==> src/sv/interpolation_search_assert.svh <==
// ----------------------------------------------------------------------------
// interpolation search assertion macros
// shared concurrent check forms, clocked on i_clk and held off during reset
// ----------------------------------------------------------------------------
`ifndef INTERPOLATION_SEARCH_ASSERT_SVH
`define INTERPOLATION_SEARCH_ASSERT_SVH

// same-cycle implication
`define IS_ASSERT_IMP(lbl, ante, cons, msg) \
    lbl: assert property (@(posedge i_clk) disable iff (!i_rst_n) (ante) |-> (cons)) \
        else $error(msg);

// next-cycle implication
`define IS_ASSERT_NXT(lbl, ante, cons, msg) \
    lbl: assert property (@(posedge i_clk) disable iff (!i_rst_n) (ante) |=> (cons)) \
        else $error(msg);

`endif

==> src/sv/is_pkg.sv <==
// ----------------------------------------------------------------------------
// is_pkg
// types and fixed constants shared by the interpolation search modules
// ----------------------------------------------------------------------------
`default_nettype none

package is_pkg;

    localparam int DATA_W   = 32;
    localparam int IN_IDX_W = 5;
    localparam int CNT_W    = 6;

    localparam logic [CNT_W-1:0] ENTRIES_RESET = 6'd20;

    // function code of an input item
    localparam logic FUNC_SEARCH = 1'b1;

    // front queue between intake and search engine
    localparam int Q_DEPTH = 2;
    localparam int Q_PTR_W = $clog2(Q_DEPTH);
    localparam int Q_CNT_W = $clog2(Q_DEPTH + 1);

    typedef enum logic {
        KIND_LOAD   = 1'b0,
        KIND_SEARCH = 1'b1
    } t_kind;

    // value carries entry_value for a load and search_key for a search
    typedef struct packed {
        t_kind                kind;
        logic [IN_IDX_W-1:0]  index;
        logic [DATA_W-1:0]    value;
    } t_qentry;

    typedef struct packed {
        logic    valid;
        t_qentry entry;
    } t_qhead;

    typedef struct packed {
        logic                found;
        logic [IN_IDX_W-1:0] found_index;
        logic [CNT_W-1:0]    probe_count;
    } t_result;

    typedef struct packed {
        logic busy;
        logic done;
    } t_div_stat;

    typedef enum logic [3:0] {
        ST_IDLE,
        ST_RD_LO,
        ST_RD_HI,
        ST_CHECK,
        ST_MUL,
        ST_DIV,
        ST_RD_MID,
        ST_CMP,
        ST_OUT
    } t_state;

endpackage

`default_nettype wire

==> src/sv/is_queue.sv <==
// ----------------------------------------------------------------------------
// is_queue
// intake side: accepts items, drops loads beyond the table, queues the rest
// ----------------------------------------------------------------------------
`default_nettype none
`include "interpolation_search_assert.svh"

module is_queue #(
    parameter int TABLE_DEPTH = 32
) (
    input  logic                                i_clk,
    input  logic                                i_rst_n,
    input  logic                                i_push,
    output logic                                o_full,
    input  logic                                i_func,
    input  logic        [is_pkg::IN_IDX_W-1:0]  i_entry_index,
    input  logic signed [is_pkg::DATA_W-1:0]    i_entry_value,
    input  logic signed [is_pkg::DATA_W-1:0]    i_search_key,
    output is_pkg::t_qhead                      o_head,
    input  logic                                i_deq
);
    import is_pkg::*;

    t_qentry             r_slot [Q_DEPTH];
    logic [Q_PTR_W-1:0]  r_wr_ptr;
    logic [Q_PTR_W-1:0]  r_rd_ptr;
    logic [Q_CNT_W-1:0]  r_count;
    logic [Q_CNT_W-1:0]  n_count;
    logic                w_accept;
    logic                w_keep;
    logic                w_enq;
    logic                w_deq;
    t_qentry             w_new;

    assign o_full   = (r_count == Q_CNT_W'(Q_DEPTH));
    assign w_accept = i_push && !o_full;
    // a load aimed past the table is taken and then dropped
    assign w_keep   = (i_func == FUNC_SEARCH) ||
                      (32'(i_entry_index) < 32'(TABLE_DEPTH));
    assign w_enq    = w_accept && w_keep;
    assign w_deq    = i_deq && (r_count != '0);

    always_comb begin
        w_new.index = i_entry_index;
        if (i_func == FUNC_SEARCH) begin
            w_new.kind  = KIND_SEARCH;
            w_new.value = i_search_key;
        end else begin
            w_new.kind  = KIND_LOAD;
            w_new.value = i_entry_value;
        end
    end

    always_comb begin
        case ({w_enq, w_deq})
            2'b10:   n_count = r_count + 1'b1;
            2'b01:   n_count = r_count - 1'b1;
            default: n_count = r_count;
        endcase
    end

    always_ff @(posedge i_clk) begin
        if (!i_rst_n) begin
            r_wr_ptr <= '0;
            r_rd_ptr <= '0;
            r_count  <= '0;
        end else begin
            r_count <= n_count;
            if (w_enq) begin
                r_wr_ptr <= (r_wr_ptr == Q_PTR_W'(Q_DEPTH - 1)) ? '0 : r_wr_ptr + 1'b1;
            end
            if (w_deq) begin
                r_rd_ptr <= (r_rd_ptr == Q_PTR_W'(Q_DEPTH - 1)) ? '0 : r_rd_ptr + 1'b1;
            end
        end
    end

    always_ff @(posedge i_clk) begin
        if (w_enq) begin
            r_slot[r_wr_ptr] <= w_new;
        end
    end

    assign o_head.valid = (r_count != '0);
    assign o_head.entry = r_slot[r_rd_ptr];

    `IS_ASSERT_NXT(a_head_holds, (r_count != '0) && !w_deq, $stable(o_head.entry), "queue head changed without a dequeue")

endmodule

`default_nettype wire

==> src/sv/is_div.sv <==
// ----------------------------------------------------------------------------
// is_div
// restoring divider, one quotient bit a cycle, quotient known to fit q_w bits
// ----------------------------------------------------------------------------
`default_nettype none

module is_div #(
    parameter int Q_W = 5
) (
    input  logic                              i_clk,
    input  logic                              i_rst_n,
    input  logic                              i_start,
    input  logic [is_pkg::DATA_W+Q_W-1:0]     i_dividend,
    input  logic [is_pkg::DATA_W-1:0]         i_divisor,
    output logic [Q_W-1:0]                    o_quot,
    output is_pkg::t_div_stat                 o_stat
);
    import is_pkg::*;

    localparam int P_W    = DATA_W + Q_W;
    localparam int STEP_W = $clog2(Q_W + 1);

    logic [P_W-1:0]    r_rem;
    logic [P_W-1:0]    r_den;
    logic [Q_W-1:0]    r_quot;
    logic [STEP_W-1:0] r_step;
    logic              r_busy;
    logic              r_done;
    logic              w_bit;

    assign w_bit = (r_rem >= r_den);

    always_ff @(posedge i_clk) begin
        if (!i_rst_n) begin
            r_busy <= 1'b0;
            r_done <= 1'b0;
            r_step <= '0;
        end else begin
            r_done <= 1'b0;
            if (i_start) begin
                r_busy <= 1'b1;
                r_step <= STEP_W'(Q_W);
            end else if (r_busy) begin
                r_step <= r_step - 1'b1;
                if (r_step == STEP_W'(1)) begin
                    r_busy <= 1'b0;
                    r_done <= 1'b1;
                end
            end
        end
    end

    always_ff @(posedge i_clk) begin
        if (i_start) begin
            r_rem  <= i_dividend;
            r_den  <= P_W'(i_divisor) << (Q_W - 1);
            r_quot <= '0;
        end else if (r_busy) begin
            if (w_bit) begin
                r_rem <= r_rem - r_den;
            end
            r_den  <= r_den >> 1;
            r_quot <= (r_quot << 1) | Q_W'(w_bit);
        end
    end

    assign o_quot      = r_quot;
    assign o_stat.busy = r_busy;
    assign o_stat.done = r_done;

endmodule

`default_nettype wire

==> src/sv/is_back.sv <==
// ----------------------------------------------------------------------------
// is_back
// search engine: table memory, bounds check, probe arithmetic, result hold
// ----------------------------------------------------------------------------
`default_nettype none
`include "interpolation_search_assert.svh"

module is_back #(
    parameter int TABLE_DEPTH = 32
) (
    input  logic                          i_clk,
    input  logic                          i_rst_n,
    input  is_pkg::t_qhead                i_head,
    output logic                          o_deq,
    input  logic [is_pkg::CNT_W-1:0]      i_entries_in_use,
    output is_pkg::t_result               o_res,
    output logic                          o_res_valid,
    input  logic                          i_pop
);
    import is_pkg::*;

    localparam int IDX_W  = $clog2(TABLE_DEPTH);
    localparam int PROD_W = DATA_W + IDX_W;

    t_state                   r_state;
    t_state                   n_state;

    logic [DATA_W-1:0]        r_table [TABLE_DEPTH];
    logic [DATA_W-1:0]        r_rd_data;
    logic [IDX_W-1:0]         w_rd_addr;
    logic                     w_wr_en;

    logic signed [DATA_W-1:0] r_key,   n_key;
    logic signed [DATA_W-1:0] r_tlo,   n_tlo;
    logic [DATA_W-1:0]        r_num,   n_num;
    logic [DATA_W-1:0]        r_den,   n_den;
    logic [IDX_W-1:0]         r_span,  n_span;
    logic [IDX_W-1:0]         r_lo,    n_lo;
    logic [IDX_W-1:0]         r_hi,    n_hi;
    logic [IDX_W-1:0]         r_mid,   n_mid;
    logic [IDX_W-1:0]         r_fidx,  n_fidx;
    logic [CNT_W-1:0]         r_probes, n_probes;
    logic                     r_found, n_found;

    logic signed [DATA_W-1:0] w_tcur;
    logic [PROD_W-1:0]        w_dividend;
    logic [IDX_W-1:0]         w_quot;
    logic                     w_div_start;
    t_div_stat                w_div_stat;

    assign w_tcur     = r_rd_data;
    assign w_dividend = r_span * r_num;

    is_div #(
        .Q_W (IDX_W)
    ) u_div (
        .i_clk      (i_clk),
        .i_rst_n    (i_rst_n),
        .i_start    (w_div_start),
        .i_dividend (w_dividend),
        .i_divisor  (r_den),
        .o_quot     (w_quot),
        .o_stat     (w_div_stat)
    );

    always_comb begin
        case (r_state)
            ST_RD_LO: w_rd_addr = r_lo;
            ST_RD_HI: w_rd_addr = r_hi;
            default:  w_rd_addr = r_mid;
        endcase
    end

    always_ff @(posedge i_clk) begin
        if (w_wr_en) begin
            r_table[IDX_W'(i_head.entry.index)] <= i_head.entry.value;
        end
        r_rd_data <= r_table[w_rd_addr];
    end

    always_comb begin
        n_state     = r_state;
        n_key       = r_key;
        n_tlo       = r_tlo;
        n_num       = r_num;
        n_den       = r_den;
        n_span      = r_span;
        n_lo        = r_lo;
        n_hi        = r_hi;
        n_mid       = r_mid;
        n_fidx      = r_fidx;
        n_probes    = r_probes;
        n_found     = r_found;
        o_deq       = 1'b0;
        w_wr_en     = 1'b0;
        w_div_start = 1'b0;
        o_res_valid = 1'b0;

        unique case (r_state)
            ST_IDLE: begin
                if (i_head.valid) begin
                    o_deq = 1'b1;
                    if (i_head.entry.kind == KIND_LOAD) begin
                        w_wr_en = 1'b1;
                    end else begin
                        n_key    = i_head.entry.value;
                        n_probes = '0;
                        n_found  = 1'b0;
                        n_fidx   = '0;
                        n_lo     = '0;
                        // entry count saturates at the table depth
                        if (32'(i_entries_in_use) > 32'(TABLE_DEPTH)) begin
                            n_hi = IDX_W'(TABLE_DEPTH - 1);
                        end else begin
                            n_hi = IDX_W'(i_entries_in_use - 1'b1);
                        end
                        n_state = (i_entries_in_use == '0) ? ST_OUT : ST_RD_LO;
                    end
                end
            end
            ST_RD_LO: begin
                n_state = ST_RD_HI;
            end
            ST_RD_HI: begin
                n_tlo   = w_tcur;
                n_state = ST_CHECK;
            end
            ST_CHECK: begin
                // w_tcur holds t[hi] here
                if (r_key < r_tlo || r_key > w_tcur) begin
                    n_state = ST_OUT;
                end else if (w_tcur == r_tlo) begin
                    n_mid   = r_lo;
                    n_state = ST_RD_MID;
                end else begin
                    n_num   = DATA_W'(r_key - r_tlo);
                    n_den   = DATA_W'(w_tcur - r_tlo);
                    n_span  = r_hi - r_lo;
                    n_state = ST_MUL;
                end
            end
            ST_MUL: begin
                w_div_start = 1'b1;
                n_state     = ST_DIV;
            end
            ST_DIV: begin
                if (w_div_stat.done) begin
                    n_mid   = r_lo + w_quot;
                    n_state = ST_RD_MID;
                end
            end
            ST_RD_MID: begin
                n_probes = r_probes + 1'b1;
                n_state  = ST_CMP;
            end
            ST_CMP: begin
                if (w_tcur == r_key) begin
                    n_found = 1'b1;
                    n_fidx  = r_mid;
                    n_state = ST_OUT;
                end else if (w_tcur < r_key) begin
                    if (r_mid == r_hi) begin
                        n_state = ST_OUT;
                    end else begin
                        n_lo    = r_mid + 1'b1;
                        n_state = ST_RD_LO;
                    end
                end else begin
                    if (r_mid == r_lo) begin
                        n_state = ST_OUT;
                    end else begin
                        n_hi    = r_mid - 1'b1;
                        n_state = ST_RD_LO;
                    end
                end
            end
            ST_OUT: begin
                o_res_valid = 1'b1;
                if (i_pop) begin
                    n_state = ST_IDLE;
                end
            end
            default: begin
                n_state = ST_IDLE;
            end
        endcase
    end

    always_ff @(posedge i_clk) begin
        if (!i_rst_n) begin
            r_state <= ST_IDLE;
        end else begin
            r_state <= n_state;
        end
    end

    always_ff @(posedge i_clk) begin
        r_key    <= n_key;
        r_tlo    <= n_tlo;
        r_num    <= n_num;
        r_den    <= n_den;
        r_span   <= n_span;
        r_lo     <= n_lo;
        r_hi     <= n_hi;
        r_mid    <= n_mid;
        r_fidx   <= n_fidx;
        r_probes <= n_probes;
        r_found  <= n_found;
    end

    assign o_res.found       = r_found;
    assign o_res.found_index = IN_IDX_W'(r_fidx);
    assign o_res.probe_count = r_probes;

    `IS_ASSERT_IMP(a_mid_in_range, r_state == ST_RD_MID, (r_mid >= r_lo) && (r_mid <= r_hi), "probe position left the search range")
    `IS_ASSERT_IMP(a_range_ordered, r_state == ST_RD_LO, r_lo <= r_hi, "search range empty at a new probe")
    `IS_ASSERT_IMP(a_div_only_waited, w_div_stat.done, r_state == ST_DIV, "divider finished outside the wait state")
    `IS_ASSERT_IMP(a_div_running, r_state == ST_DIV, w_div_stat.busy || w_div_stat.done, "waiting on an idle divider")

endmodule

`default_nettype wire

==> src/sv/interpolation_search.sv <==
// order: a load item leaves the queue and is written in the same cycle; a search item
//   gives its result once a probe hits the key, a bounds check fails, the range runs
//   out or no entry is in use, and holds it until popped
// concurrency: one item at a time in the search engine; each probe off a flat range is
//   set by the restoring divider, one quotient bit a cycle, and one table read port
// reset: synchronous; queues empty, entries_in_use back to 20, table undefined, no sweep
// ----------------------------------------------------------------------------
// interpolation_search
// interpolation search over a loadable sorted table of signed 32-bit words
// ----------------------------------------------------------------------------
`default_nettype none

module interpolation_search #(
    parameter int TABLE_DEPTH = 32
) (
    input  logic                                i_clk,
    input  logic                                i_rst_n,
    // input item queue side
    input  logic                                push,
    output logic                                full,
    input  logic                                i_func,
    input  logic        [is_pkg::IN_IDX_W-1:0]  i_entry_index,
    input  logic signed [is_pkg::DATA_W-1:0]    i_entry_value,
    input  logic signed [is_pkg::DATA_W-1:0]    i_search_key,
    // result queue side
    output logic                                empty,
    input  logic                                pop,
    output logic                                o_found,
    output logic        [is_pkg::IN_IDX_W-1:0]  o_found_index,
    output logic        [is_pkg::CNT_W-1:0]     o_probe_count,
    // configuration write channel
    input  logic                                valid,
    output logic                                ready,
    input  logic        [is_pkg::CNT_W-1:0]     i_entries_in_use
);
    import is_pkg::*;

    // number of entries searched, from index zero
    logic [CNT_W-1:0] r_entries_in_use;

    t_qhead           w_head;
    logic             w_deq;
    t_result          w_res;
    logic             w_res_valid;

    // always writable; writes must land only while idle: the user's duty, unenforced
    assign ready = 1'b1;

    always_ff @(posedge i_clk) begin
        if (!i_rst_n) begin
            r_entries_in_use <= ENTRIES_RESET;
        end else if (valid && ready) begin
            r_entries_in_use <= i_entries_in_use;
        end
    end

    // front: takes items, drops loads past the table, buffers the rest so intake
    // keeps going, until the queue fills, while a finished result waits to be popped
    is_queue #(
        .TABLE_DEPTH (TABLE_DEPTH)
    ) u_queue (
        .i_clk         (i_clk),
        .i_rst_n       (i_rst_n),
        .i_push        (push),
        .o_full        (full),
        .i_func        (i_func),
        .i_entry_index (i_entry_index),
        .i_entry_value (i_entry_value),
        .i_search_key  (i_search_key),
        .o_head        (w_head),
        .i_deq         (w_deq)
    );

    // back: table memory and the probe loop, result held until popped
    is_back #(
        .TABLE_DEPTH (TABLE_DEPTH)
    ) u_back (
        .i_clk            (i_clk),
        .i_rst_n          (i_rst_n),
        .i_head           (w_head),
        .o_deq            (w_deq),
        .i_entries_in_use (r_entries_in_use),
        .o_res            (w_res),
        .o_res_valid      (w_res_valid),
        .i_pop            (pop)
    );

    // a result shows while empty is low
    assign empty         = !w_res_valid;
    assign o_found       = w_res.found;
    assign o_found_index = w_res.found_index;
    assign o_probe_count = w_res.probe_count;

endmodule

`default_nettype wire
==> config.mk <==
export PLATFORM = sky130hd
export DESIGN_NAME = interpolation_search
export DESIGN_NICKNAME = d
export VERILOG_FILES = /design/src/sv/is_pkg.sv /design/src/sv/is_queue.sv /design/src/sv/is_div.sv /design/src/sv/is_back.sv /design/src/sv/interpolation_search.sv
export VERILOG_INCLUDE_DIRS = /design/src /design/src/sv
export SDC_FILE = /design/constraint.sdc
export NUM_CORES = 2
export LEC_CHECK = 0
export ABC_CLOCK_PERIOD_IN_PS = 14700
export BUFFER_PORTS_ARGS = -buffer_cell sky130_fd_sc_hd__buf_2
export CAP_MARGIN = 20
export CELL_PAD_IN_SITES_DETAIL_PLACEMENT = 0
export CELL_PAD_IN_SITES_GLOBAL_PLACEMENT = 2
export CORE_MARGIN = 2
export CORE_UTILIZATION = 51
export CTS_BUF_LIST = sky130_fd_sc_hd__clkbuf_8
export DETAILED_ROUTE_END_ITERATION = 16
export GPL_TIMING_DRIVEN = 0
export HOLD_SLACK_MARGIN = 0.02
export PLACE_DENSITY = 0.93
export SYNTH_ARGS = -nofsm -noshare
export SYNTH_HDL_FRONTEND = slang
export SYNTH_SLANG_ARGS = --single-unit
==> constraint.sdc <==
create_clock -name i_clk -period 14.7 [get_ports i_clk]
set_input_delay 2.205 -clock i_clk [delete_from_list [all_inputs] [get_ports i_clk]]
set_output_delay 2.205 -clock i_clk [all_outputs]
set_load 0.02 [all_outputs]
Yosys cells after proc, flatten, opt, wreduce, memory -nomap -nowiden
Memory sizes are Yosys's and may differ from the RTL's. A register that Yosys moved wholly into a read port is not among the register bits.
Cells that the tools add are included.
- flip-flop bits (word level): 257
- bits in writable memories: 1100
- word-level logic and storage cells: 172
- memories: 2
- memories (name ; words ; width ; read ports ; clocked after Yosys merged registers in ; wr ports ; RTL line ; RTL):
    u_back.r_table ; 32 ; 32 ; 1 ; 1 ; 1 ; is_back.sv:28 ; logic [DATA_W-1:0] r_table [TABLE_DEPTH];
    u_queue.r_slot ; 2 ; 38 ; 1 ; 1 ; 1 ; is_queue.sv:24 ; t_qentry r_slot [Q_DEPTH];
- add/subtract/negate cells: 14
- multipliers: 1
- $lt $le $gt $ge: 5
- equality and inequality tests: 28
- mux-type cells: 68
- bitwise gates (word level): 5
- reduce and logical (&&, ||, !) cells: 25
- operator list (operator ; count):
    2-to-1 mux 37 bit ; 3
    2-to-1 mux 5 bit ; 15
    2-to-1 mux 36 bit ; 2
    == test 32 bit ; 2
    < comparator 32 bit ; 2
    subtractor 32 bit ; 2
    case mux 5 bit (2 select lines) ; 5
    2-to-1 mux 4 bit ; 10
    greater-or-equal comparator 37 x 36 -> 1 bit ; 1
    multiplier 5 x 32 -> 37 bit ; 1
    subtractor 37 x 36 -> 37 bit ; 1
    case mux 4 bit (9 select lines) ; 1
    greater-than comparator 32 bit ; 1
    2-to-1 mux 32 bit ; 1
    2-to-1 mux 1 bit ; 23
    == test 4 x 3 -> 1 bit, second input constant ; 4
    != test 2 bit, second input constant ; 7
    nonzero test 2 bit ; 7
    2-to-1 mux 6 bit ; 2
    case mux 6 bit (2 select lines) ; 1
    AND reduction 4 bit ; 3
    AND reduction 6 bit ; 2
    == test 5 bit ; 2
    != test 2 x 1 -> 1 bit, second input constant ; 5
    other kinds (31) ; 43

Logic depth before layout (Yosys ltp)
- word-level depth: 6
- gate-level depth with buffers: 19
- mapped depth without buffers: 18

Cells and area by module
Synthesis repeated with hierarchy kept, for this count alone.
- cell total of the unflattened synthesis: 4901
- area, all modules: 66079.6 sq um
- modules (own cells, without submodules) (module ; times used ; cells each ; area an instance (sq um) ; sequential area each (sq um)):
    is_back ; 1 ; 4081 ; 56733.2 ; 36274.8
    is_div ; 1 ; 618 ; 5759.3 ; 2352.3
    is_queue ; 1 ; 180 ; 3348.2 ; 2382.3
    interpolation_search ; 1 ; 22 ; 239.0 ; 120.1

Least setup slack after synthesis
No wires, ideal clock.
- path type: register to register
- start point: register u_back.r_tlo[0]
- end point: register u_back.r_den[0], enable pin
- arrival time: 5.510 ns
- data required time: 14.196 ns
- slack: 8.686 ns
- cell stages (with the launch flop): 13
- buffers on the path: 0
- clock period less this slack: 6.014 ns
- cell sequence: edfxtp_1 ha_1 fa_1 nor2b_1 o21ai_0 a21boi_0 o21ai_0 o211ai_1 a21oi_1 a31oi_1 o221a_2 nand4_1 nor2b_1
- word-level cells in the longest chain between the ends: 4
- elaborated cells between the ends (all ways): 6
- classes of those cells: order compare (1); eq/ne (1); bitwise (2); reduce/logical (2)
- ends and longest elaborated chain (what ; RTL line ; RTL):
    start: declaration ; is_back.sv:34 ; logic signed [DATA_W-1:0] r_tlo, n_tlo;
    start signal: assignment ; is_back.sv:199 ; r_tlo <= n_tlo;
    < comparator 32 bit ; is_back.sv:130 ; if (r_key < r_tlo || r_key > w_tcur) begin
    logical OR 1 bit ; is_back.sv:130 ;
    NOT 1 bit (no source line) ; -- ;
    AND reduction 3 bit (no source line) * ; -- ;
    end signal: assignment ; is_back.sv:201 ; r_den <= n_den;
    end: declaration ; is_back.sv:36 ; logic [DATA_W-1:0] r_den, n_den;
Mark *: on every way between the ends. The rest lies on a longest branch, timed or not.
A chain may end at the register's enable or synchronous reset.

Final worst setup path
- start point: register u_back.r_span[4]
- end point: register u_back.u_div.r_rem[36] (data pin)
- word-level cells in the longest chain between the ends: 2
- ends and longest elaborated chain (what ; RTL line ; RTL):
    start: declaration ; is_back.sv:37 ; logic [IDX_W-1:0] r_span, n_span;
    start signal: assignment ; is_back.sv:202 ; r_span <= n_span;
    multiplier 5 x 32 -> 37 bit ; is_back.sv:52 ; assign w_dividend = r_span * r_num;
    2-to-1 mux 37 bit ; is_div.sv:54 ; if (i_start) begin
    end signal: assignment ; is_div.sv:55 ; r_rem <= i_dividend;
    end signal: assignment ; is_div.sv:60 ; r_rem <= r_rem - r_den;
    end: declaration ; is_div.sv:23 ; logic [P_W-1:0] r_rem;
No other way between the ends.

==> results.md <==
- Number of synthesized flops with an enable pin: 1,329
- Worst EP required: 15.38 ns
- Ports: 96
- Part of the cycle the worst path needs: 41.2%
- Placement row count: 131
- Post-synthesis mux area share: 9.70%
- Main combinational cell family by area after synthesis: multiplexers
- CTS HTree Levels: 4
- Routability Congestion: 0.953
- Critical path peak fanout: 10
- Die Y: 363 um
- Synth Area in Adders: 6.54%
- Sum Neg Setup Slack: 0 ns
- Pwr/cell area: 189 mW/mm^2
- Wire length per cell: 25.4 um
- Final setup viols: 0
- Detailed Routing Iterations Pass 1: 6
- Avg Synthesized Cell Area: 13.6 um^2
- CP arrival: 6.74 ns
- CTS Buf Count: 215
- Synth Area in Simple Gates: 6.35%
- Filler cells: 10,187
- CP Launch Type: flip-flop
- NumNets Final: 5,536
- Final HPWL DP: 126 mm
- Setup crit start: u_back.r_span[4]$_DFFE_PP_
- DP Area: 0.0694 mm^2
- Max-cap violations: 0
- CP Capture Type: flip-flop
- Clk_skew: 0.0549 ns
- Share of layout cells above drive strength 1: 16.2%
- Post-synthesis sequential area ratio: 62.5%
- WL final: 178 mm
- Synthesized flop and latch total: 1,390
- Synth Area in XOR/XNOR: 1.98%
- Netlist cell types: 84
- Leak: 27.1 nW
- Initial Utilization: 51.5%
- VDD IR max: 145 uV
- Warnings from Yosys: 0
- Synth Flop Type: edfxtp_1
- Die area: 0.132 mm^2
- Reg2reg end: u_back.u_div.r_rem[36]$_DFFE_PP_
- Place WS: 8.59 ns
- Fraction of registers with async set/reset: 0%
- Minimum clock period: 6.06 ns
- Crit path capture: u_back.u_div.r_rem[36]$_DFFE_PP_
- Vias in the first global route: 40,275
- Largest net degree at the start of global routing: 39
- Max Root-Sink Buffers: 3
- Slew @ Worst Pin: 1.18 ns
- Worst-Skew Late Latency: 0.97 ns
- Gr usage total: 27.0%
- Final setup margin: 8.64 ns
- Clock tree from TritonCTS: yes
- Slew margin rel.: 21.5%
- Synth Area in Compound Gates: 9.63%
- Initial antenna violation count: 3
- Syn Inst Count: 4,821
- Vias/cell: 5.82
- Post-cts gate resize count: 0
- CTS clk-pin slew, worst paths: 0.06 ns
- Layout area overhead: 11.5%
- Critical path class: reg2reg
- Reg-to-reg startpoint: u_back.r_span[4]$_DFFE_PP_
- Root Driver: clkbuf_8
- Die width: 363 um
- Syn_nets: 5,189
- Achievable Freq: 165 MHz
- Detail Route Antenna Nets: 0
- Cell area after synthesis: 0.0658 mm^2
- Final instance area: 0.0734 mm^2
- Setup slack, reg-to-reg: 8.64 ns
- Fin util: 57.4%
- Fin. Hold Viols: 0
- Core Footprint: 0.128 mm^2
- Max Slew Vio Count: 0
- Worst R2R Path Depth: 17
- CTS Sinks: 1,390
- Post-CTS Setup Repair Bufs: 0
- Overall Power: 0.0139 W
- GRT overflow: 0
- Status: finished clean
- Hold Crit Class: reg2reg
- Cts hold-fix bufs: 0
- Port Buf Inserts: 93
- Via count: 40,802
- RSZ-0062 raised after global routing: false
- First-pass GRT wire length: 260 mm
- Residual DRC: 0
- 1st-iter DRT viols: 4,138
[flip-flops by register name, indices dropped and copies added (netlist names), 6 cells and up, named ones only]
name                flops
r_entries_in_use        6
u_back.r_den           32
u_back.r_key           32
u_back.r_num           32
u_back.r_probes         6
u_back.r_rd_data       32
u_back.r_table       1024
u_back.r_tlo           32
u_back.u_div.r_den     36
u_back.u_div.r_rem     37
u_queue.r_slot         76
[cells in the mapped netlist, types with 88 or more instances]
cell type | instances | area [um^2]
edfxtp_1 | 1329 | 39900
mux2_2 | 317 | 3570
nand2_1 | 305 | 1140
nor2_1 | 286 | 1070
inv_1 | 279 | 1050
mux2i_1 | 274 | 2740
a211oi_1 | 240 | 1800
a21oi_1 | 227 | 1140
ha_1 | 192 | 2400
o21ai_0 | 189 | 946
and2_1 | 137 | 857
clkbuf_1 | 119 | 447
a21o_1 | 103 | 773
fa_1 | 95 | 1900
xnor2_1 | 88 | 771
[critical path, cell delays in order (launching register included)]
cell      delay [ns]
edfxtp_1        0.54
clkbuf_1        0.51
nand2_1         0.15
fa_1            0.54
fa_1            0.43
fa_1            0.49
inv_1           0.04
ha_1            0.33
a211oi_1        0.33
o21ai_0         0.19
a21o_1          0.23
a31o_2          0.30
a41oi_2         0.32
o31ai_1         0.16
o41ai_1         0.46
o21ai_0         0.21
xnor2_1         0.39
mux2i_1         0.13
[per-layer routing]
layer	global-route usage, %	part of all wire [%]
met1	35.7	41
met2	43.9	48
met3	4.52	6.6
met4	12.1	4.6
met5	0	0
[worst min path at each step]
stage,from,slack [ns],depth (start not counted),to
finish,u_back.u_div.r_step[2]$_SDFFE_PN0P_,0.48,1,u_back.u_div.r_done$_SDFF_PP0_
global placement,u_back.u_div.r_step[2]$_SDFFE_PN0P_,0.46,1,u_back.u_div.r_done$_SDFF_PP0_
floorplan,u_back.u_div.r_step[2]$_SDFFE_PN0P_,0.43,1,u_back.u_div.r_done$_SDFF_PP0_
CTS,u_back.u_div.r_step[2]$_SDFFE_PN0P_,0.48,1,u_back.u_div.r_done$_SDFF_PP0_
detailed placement,u_back.u_div.r_step[2]$_SDFFE_PN0P_,0.46,1,u_back.u_div.r_done$_SDFF_PP0_
global route,u_back.r_rd_data[0]$_DFF_P_,0.50,0,u_back.r_tlo[0]$_DFFE_PN_
[through the flow]
step | hold WS (ns) | std cells
3_3_place_gp | 0.463 | 6576
5_1_grt | 0.495 | 7008
3_5_place_dp | 0.463 | 6612
4_1_cts | 0.477 | 7005
6_report | 0.476 | 7008
2_1_floorplan | 0.434 | 4821
[cell usage in the layout (no fill, tap or decap), drive strengths merged, types with 137 or more instances in the layout]
| cell type | instances |
|---|---|
| inv | 360 |
| buf | 235 |
| and2 | 137 |
| nor2 | 286 |
| ha | 192 |
| nand2 | 305 |
| mux2i | 274 |
| edfxtp | 1329 |
| mux2 | 323 |
| clkbuf | 342 |
| a211oi | 240 |
| a21oi | 227 |
| o21ai | 229 |
[final cells by class]
class / count / area, um^2 / share of cell area [%]
tap: 1662 / 2080 / 2.83
inverter: 281 / 1050 / 1.44
clock inverter: 172 / 885 / 1.21
buffer: 227 / 1110 / 1.51
sequential: 1390 / 41100 / 56.1
clock buffer: 221 / 3040 / 4.15
timing repair buffer: 130 / 1270 / 1.74
antenna: 2 / 5.00 / 0.00682
multi-input combinational: 2923 / 22800 / 31.1
[cell families (layout without fill, tap and decap cells)]
kind of cell,count (synthesis),in the layout
flops,1390,1390
compound gates,979,979
simple gates,910,910
mux,597,597
buf+inv,508,1031
fa+ha+maj,287,287
xor+xnor,149,149
other cells,1,3
[power breakdown]
| part | internal, W | switching [W] | total, W |
|---|---|---|---|
| clock network | 0.00146 | 0.00153 | 0.00299 |
| registers | 0.00501 | 0.000144 | 0.00515 |
| logic | 0.00187 | 0.00384 | 0.00571 |
Note: power is estimated with default switching activity, not from simulation.
